## config.mk

```make
export PLATFORM = sky130hd
export DESIGN_NAME = urtm_div
export DESIGN_NICKNAME = d
export VERILOG_FILES = /design/src/rtl/urtm_pkg.sv /design/src/rtl/urtm_div.sv
export SDC_FILE = /design/constraint.sdc
export NUM_CORES = 1
export LEC_CHECK = 0
export BUFFER_PORTS_ARGS = -buffer_cell sky130_fd_sc_hd__clkbuf_2
export CAP_MARGIN = 10
export CORE_MARGIN = 2
export CORE_UTILIZATION = 40
export CTS_CLUSTER_SIZE = 8
export DETAILED_ROUTE_END_ITERATION = 6
export GPL_ROUTABILITY_DRIVEN = 0
export SYNTH_ARGS = -nofsm -noshare
export SYNTH_HDL_FRONTEND = slang
export SYNTH_SLANG_ARGS = --single-unit
```

## constraint.sdc

```tcl
create_clock -name clk_i -period 10.5 [get_ports clk_i]
set_input_delay 0.525 -clock clk_i [delete_from_list [all_inputs] [get_ports clk_i]]
set_output_delay 0.525 -clock clk_i [all_outputs]
set_load 0.005 [all_outputs]
```

## src/rtl/urtm_pkg.sv

```systemverilog
// ----------------------------------------------------------------------------
// Usage rule traffic metering package
// Shared widths, operation codes, the per-rule entry layout and time constants.
// ----------------------------------------------------------------------------
package urtm_pkg;

  // Default number of usage rule entries in the table.
  localparam int unsigned RuleEntriesDefault = 16;

  // Field widths.
  localparam int unsigned KindW    = 2;
  localparam int unsigned UrrIdW   = 4;
  localparam int unsigned OctetsW  = 16;
  localparam int unsigned TimeW    = 63;
  localparam int unsigned ThreshW  = 32;
  localparam int unsigned CountW   = 64;
  localparam int unsigned SeqW     = 32;
  localparam int unsigned DurW     = 44;

  // Duration divider: the dividend is a 64-bit word.
  localparam int unsigned DvdW     = 64;

  localparam logic [DvdW-1:0]  UsecPerSec = DvdW'(1000000);
  localparam logic [DvdW-1:0]  HalfSecUs  = UsecPerSec / 2;

  // One second is 2^6 * 15625 microseconds. The divider drops the power of
  // two with a shift, then divides by 15625 one 16-bit digit at a time. Each
  // digit step divides a 30-bit partial value by reciprocal multiplication:
  // the 31-bit reciprocal rounded up with a 44-bit shift is exact over that
  // range.
  localparam int unsigned PreShift = 6;
  localparam int unsigned DigitW   = 16;
  localparam int unsigned RcpDivW  = 14;
  localparam int unsigned RcpMulW  = 31;
  localparam int unsigned RcpShift = 44;

  localparam logic [RcpDivW-1:0] RcpDiv = RcpDivW'(15625);
  localparam logic [RcpMulW-1:0] RcpMul =
    RcpMulW'(((64'd1 << RcpShift) + 64'(RcpDiv) - 64'd1) / 64'(RcpDiv));

  // Operation carried by one input word.
  typedef enum logic [KindW-1:0] {
    KindCount    = 2'd0,
    KindReport   = 2'd1,
    KindSnapshot = 2'd2,
    KindStart    = 2'd3
  } kind_e;

  // One usage rule entry as held in the table memory.
  typedef struct packed {
    logic [CountW-1:0] octets_all;
    logic [CountW-1:0] octets_up;
    logic [CountW-1:0] octets_down;
    logic [CountW-1:0] packets_all;
    logic [CountW-1:0] packets_up;
    logic [CountW-1:0] packets_down;
    logic [CountW-1:0] mark_octets_all;
    logic [CountW-1:0] mark_octets_up;
    logic [CountW-1:0] mark_octets_down;
    logic [CountW-1:0] mark_packets_all;
    logic [CountW-1:0] mark_packets_up;
    logic [CountW-1:0] mark_packets_down;
    logic [TimeW-1:0]  mark_time;
    logic [TimeW-1:0]  first_time;
    logic [TimeW-1:0]  last_time;
    logic [TimeW-1:0]  period_start;
    logic [SeqW-1:0]   report_count;
  } entry_t;

endpackage

```

## src/rtl/urtm_div.sv

```systemverilog
// ----------------------------------------------------------------------------
// Duration divider
// Turns microseconds into whole seconds: a shift by six, then long division
// by 15625 over four 16-bit digits, each estimated and then folded back.
// ----------------------------------------------------------------------------
module urtm_div (
  input  logic                          clk_i,
  input  logic                          rst_ni,
  input  logic                          start_i,
  input  logic [urtm_pkg::DvdW-1:0]     dividend_i,
  output logic                          done_o,
  output logic [urtm_pkg::DvdW-1:0]     quotient_o
);
  import urtm_pkg::*;

  localparam int unsigned Digits = DvdW / DigitW;
  localparam int unsigned CntW   = $clog2(Digits);
  localparam int unsigned NumW   = RcpDivW + DigitW;
  localparam int unsigned ProdW  = NumW + RcpMulW;

  logic              run_q, run_d;
  logic              done_q, done_d;
  logic              fold_q, fold_d;
  logic [CntW-1:0]   cnt_q, cnt_d;
  logic [RcpDivW-1:0] rem_q, rem_d;
  logic [DvdW-1:0]   dvd_q, dvd_d;
  logic [DigitW-1:0] dig_q, dig_d;
  logic [NumW-1:0]   num;
  logic [ProdW-1:0]  prod;
  logic [NumW-1:0]   back;

  // The dividend shifts out at the top one digit per step while quotient
  // digits enter at the bottom. Each step first estimates the digit, then
  // folds it back into the remainder.
  always_comb begin
    num    = {rem_q, dvd_q[DvdW-1 -: DigitW]};
    prod   = ProdW'(num) * ProdW'(RcpMul);
    back   = NumW'(dig_q) * NumW'(RcpDiv);
    run_d  = run_q;
    done_d = 1'b0;
    fold_d = fold_q;
    cnt_d  = cnt_q;
    rem_d  = rem_q;
    dvd_d  = dvd_q;
    dig_d  = dig_q;
    if (start_i) begin
      run_d  = 1'b1;
      fold_d = 1'b0;
      cnt_d  = '0;
      rem_d  = '0;
      dvd_d  = dividend_i >> PreShift;
    end else if (run_q) begin
      if (!fold_q) begin
        dig_d  = DigitW'(prod >> RcpShift);
        fold_d = 1'b1;
      end else begin
        rem_d  = RcpDivW'(num - back);
        dvd_d  = {dvd_q[DvdW-DigitW-1:0], dig_q};
        fold_d = 1'b0;
        cnt_d  = cnt_q + CntW'(1);
        if (cnt_q == CntW'(Digits - 1)) begin
          run_d  = 1'b0;
          done_d = 1'b1;
        end
      end
    end
  end

  always_ff @(posedge clk_i or negedge rst_ni) begin
    if (!rst_ni) begin
      run_q  <= 1'b0;
      done_q <= 1'b0;
      fold_q <= 1'b0;
      cnt_q  <= '0;
    end else begin
      run_q  <= run_d;
      done_q <= done_d;
      fold_q <= fold_d;
      cnt_q  <= cnt_d;
    end
  end

  always_ff @(posedge clk_i) begin
    rem_q <= rem_d;
    dvd_q <= dvd_d;
    dig_q <= dig_d;
  end

  assign done_o     = done_q;
  assign quotient_o = dvd_q;

endmodule
```

==> run summary <==
Final ANT Viol Nets - 0
crit path DAT - 8.22 ns
synthesized area per cell - 10.9 um^2
DP Cell Count - 2465
Most used DFF post-synth - edfxtp_1
largest family of logic cells by synthesized area - adder cells
RSZ-0062 raised after global routing - false
simple-gate area share of the yosys netlist - 0.0368
fraction of registers with async set/reset - 0.0505
crit path time final - 8.14 ns
met1 wire length - 20.9 mm
Detail Placement HPWL - 42.6 mm
post-CTS resize count - 0
FF+latch count, synth - 99
area leader, netlist - fa_1
I/O pin count - 132
layout cells sized above 1 - 0.117
Die W - 222 um
Root Buffer Master - clkbuf_16
Setup Fix Bufs, Post-CTS - 0
Worst EP required - 10.58 ns
post-synthesis adder-cell area fraction - 0.606
Fin. Hold Viols - 0
# fillers - 4489
Post-synth EDFFs - 74
Setup crit start kind - register
# Max-Cap Violations - 0
Slew headroom - 0.351
setup_tns - 0 ns
Highest Signal Layer - met4
Starting Density - 0.406
post-synthesis sequential area ratio - 0.145
total gr overflow - 0
vias - 12268
Yosys warning count - 0
first-pass GRT wire length - 77.3 mm
Synth Area in Compound Gates - 0.0522
Skew-Pair Late Insertion Delay - 0.36 ns
DP Area - 20300 um^2
CTS Buffer Depth - 2
vias per cell - 4.94
max-slew violations - 0
XOR/XNOR Fraction of Synth Area - 0.0203
CTS Buf Count - 9
top cells by area, synth - fa_1, ha_1, edfxtp_1
hold_sp - dividend_i[47]
initial antenna violation count - 0
# clock sinks - 99
I/O Buffers - 125
worst hold slack - 0.461 ns
final wirelength - 48.2 mm
fin nets - 2658
Synth Cell Area - 19000 um^2
CP Capture Type - register
Tot GR Track Use - 0.207
Synth Net Count - 2531
cts hold-fix bufs - 1
Final Non-Filler Cells - 2482
DRC violations left - 1
Area Overhead vs Synth - 9.04%
final setup skew - 0.0141 ns
Setup Viol. Count Final - 0
core area - 46700 um^2
drt first pass iters - 7
initial drt markers - 517
CP Launch Point - quotient_o[51]$_DFFE_PP_
Tcrit/Tclk final - 0.775
worst r2r src - quotient_o[51]$_DFFE_PP_
crit-path max FO - 11
proportion of synthesized area in mux cells - 0.0339
Post-Syn Instances - 1743
commonest non-fill, non-tap cell in the layout - inv_1
Unique masters post-synth - 58
status - complete, but fails checks
TritonCTS clock tree - built
most frequent cells in the layout - inv_1, ha_1, fa_1, clkbuf_2, edfxtp_1
Die ar. - 49200 um^2
DR WL met2 - 23.4 mm
routed len/inst - 19.4 um
Chip Height - 222 um
failing checks - design-rule violations
H-Tree Depth - 3
site row count - 79
DR WL met3 - 2.92 mm
clock-pin slew on the worst setup and hold paths - 0.09 ns
largest net degree at the start of global routing - 66
Synth top area share - 0.346
Hold Path Class - in2reg
WS Path Type - reg2reg
number of global-route vias before repair - 13822
FMAX - 123 MHz
Ant. Diodes - 0
Slew @ Worst Pin - 0.973 ns
cell area after layout - 20700 um^2
==> final timing paths <==
path / endpoint / depth (start not counted) / slack (ns)
worst min register to register: cnt_q[1]$_DFFE_PN0P_ / 2 / 0.54
max in group asynchronous: run_q$_DFF_PN0_ / 2 / 9.82
min in group asynchronous: done_o$_DFF_PN0_ / 2 / 0.53
worst min-delay path: quotient_o[41]$_DFFE_PP_ / 2 / 0.46
worst max register to register: dig_q[1]$_DFFE_PP_ / 24 / 2.36
worst max-delay path: dig_q[1]$_DFFE_PP_ / 24 / 2.36
==> metrics by stage <==
stage / util / worst slack [ns]
floorplan: - / 3.36
global placement: 0.436 / 2.32
detailed placement: 0.436 / 2.33
CTS: 0.443 / 2.30
global route: 0.443 / 1.94
finish: 0.443 / 2.36
==> synthesized netlist by cell type, types with 2 or more instances <==
cell / instances
nand2b_1: 4
nor2_1: 27
inv_1: 520
a211o_1: 2
o211ai_1: 4
edfxtp_1: 74
a31oi_1: 6
and3_1: 8
a21o_1: 28
a311oi_1: 2
o21bai_1: 3
o21a_1: 4
and4_1: 2
or3b_1: 2
nor3_1: 9
o31ai_1: 3
xnor2_1: 35
ha_1: 393
nor3b_1: 5
nor2b_1: 9
dfrtp_1: 5
o21ai_0: 13
xor2_1: 9
o221ai_1: 3
fa_1: 328
o21ai_1: 8
mux2_2: 57
nand3_1: 10
nand4_1: 2
dfxtp_1: 20
and2_1: 3
clkbuf_1: 14
o31a_1: 2
a211oi_1: 9
or3_1: 3
nand2_1: 42
or2_2: 6
a21oi_1: 49
==> area by class of cell <==
cell class,count,area [um^2],share of cell area
inverter,520,1950,0.0944
sequential,99,2750,0.133
clock inverter,7,96.3,0.00466
timing repair buffer,132,683,0.0330
clock buffer,9,225,0.0109
multi-input combinational,1108,14200,0.687
tap,607,759,0.0367
==> per-layer routing <==
layer,vias to the layer above,GRT usage
li1,5755,-
met1,6230,0.264
met2,234,0.358
met3,49,0.0480
met4,0,0.0464
met5,-,0
==> kinds of logic (layout without fill, tap and decap cells) <==
group                    count (synthesis)  count (layout)
adder cells (fa/ha/maj)                721             721
buffers and inverters                  536             668
AO/OA/AOI/OAI                          148             148
AND/OR/NAND/NOR                        138             138
flip-flops                              99              99
multiplexers                            57              57
XOR/XNOR                                44              44
==> state kept, by name, summed over array words and instances (netlist names) <==
register    cells
fold_q          1
run_q           1
rem_q          14
cnt_q           2
done_o          1
dig_q          16
quotient_o     64
==> critical path, cell delays in order, from the launching register on <==
cell	delay, ns
edfxtp_1	0.64
inv_1	0.29
fa_1	0.68
inv_1	0.11
fa_1	0.55
inv_1	0.05
fa_1	0.50
fa_1	0.52
inv_1	0.05
fa_1	0.48
fa_1	0.45
fa_1	0.51
inv_1	0.05
fa_1	0.49
inv_1	0.04
ha_1	0.27
a21oi_1	0.29
o2111ai_1	0.15
a31oi_1	0.42
a21oi_1	0.12
a21o_1	0.20
a311oi_1	0.36
o21ai_1	0.20
a221oi_2	0.27
xnor2_1	0.16
Power is left out: the tool's default activity adds up to more than one toggle a clock period on the data nets, which glitch-free logic cannot reach.
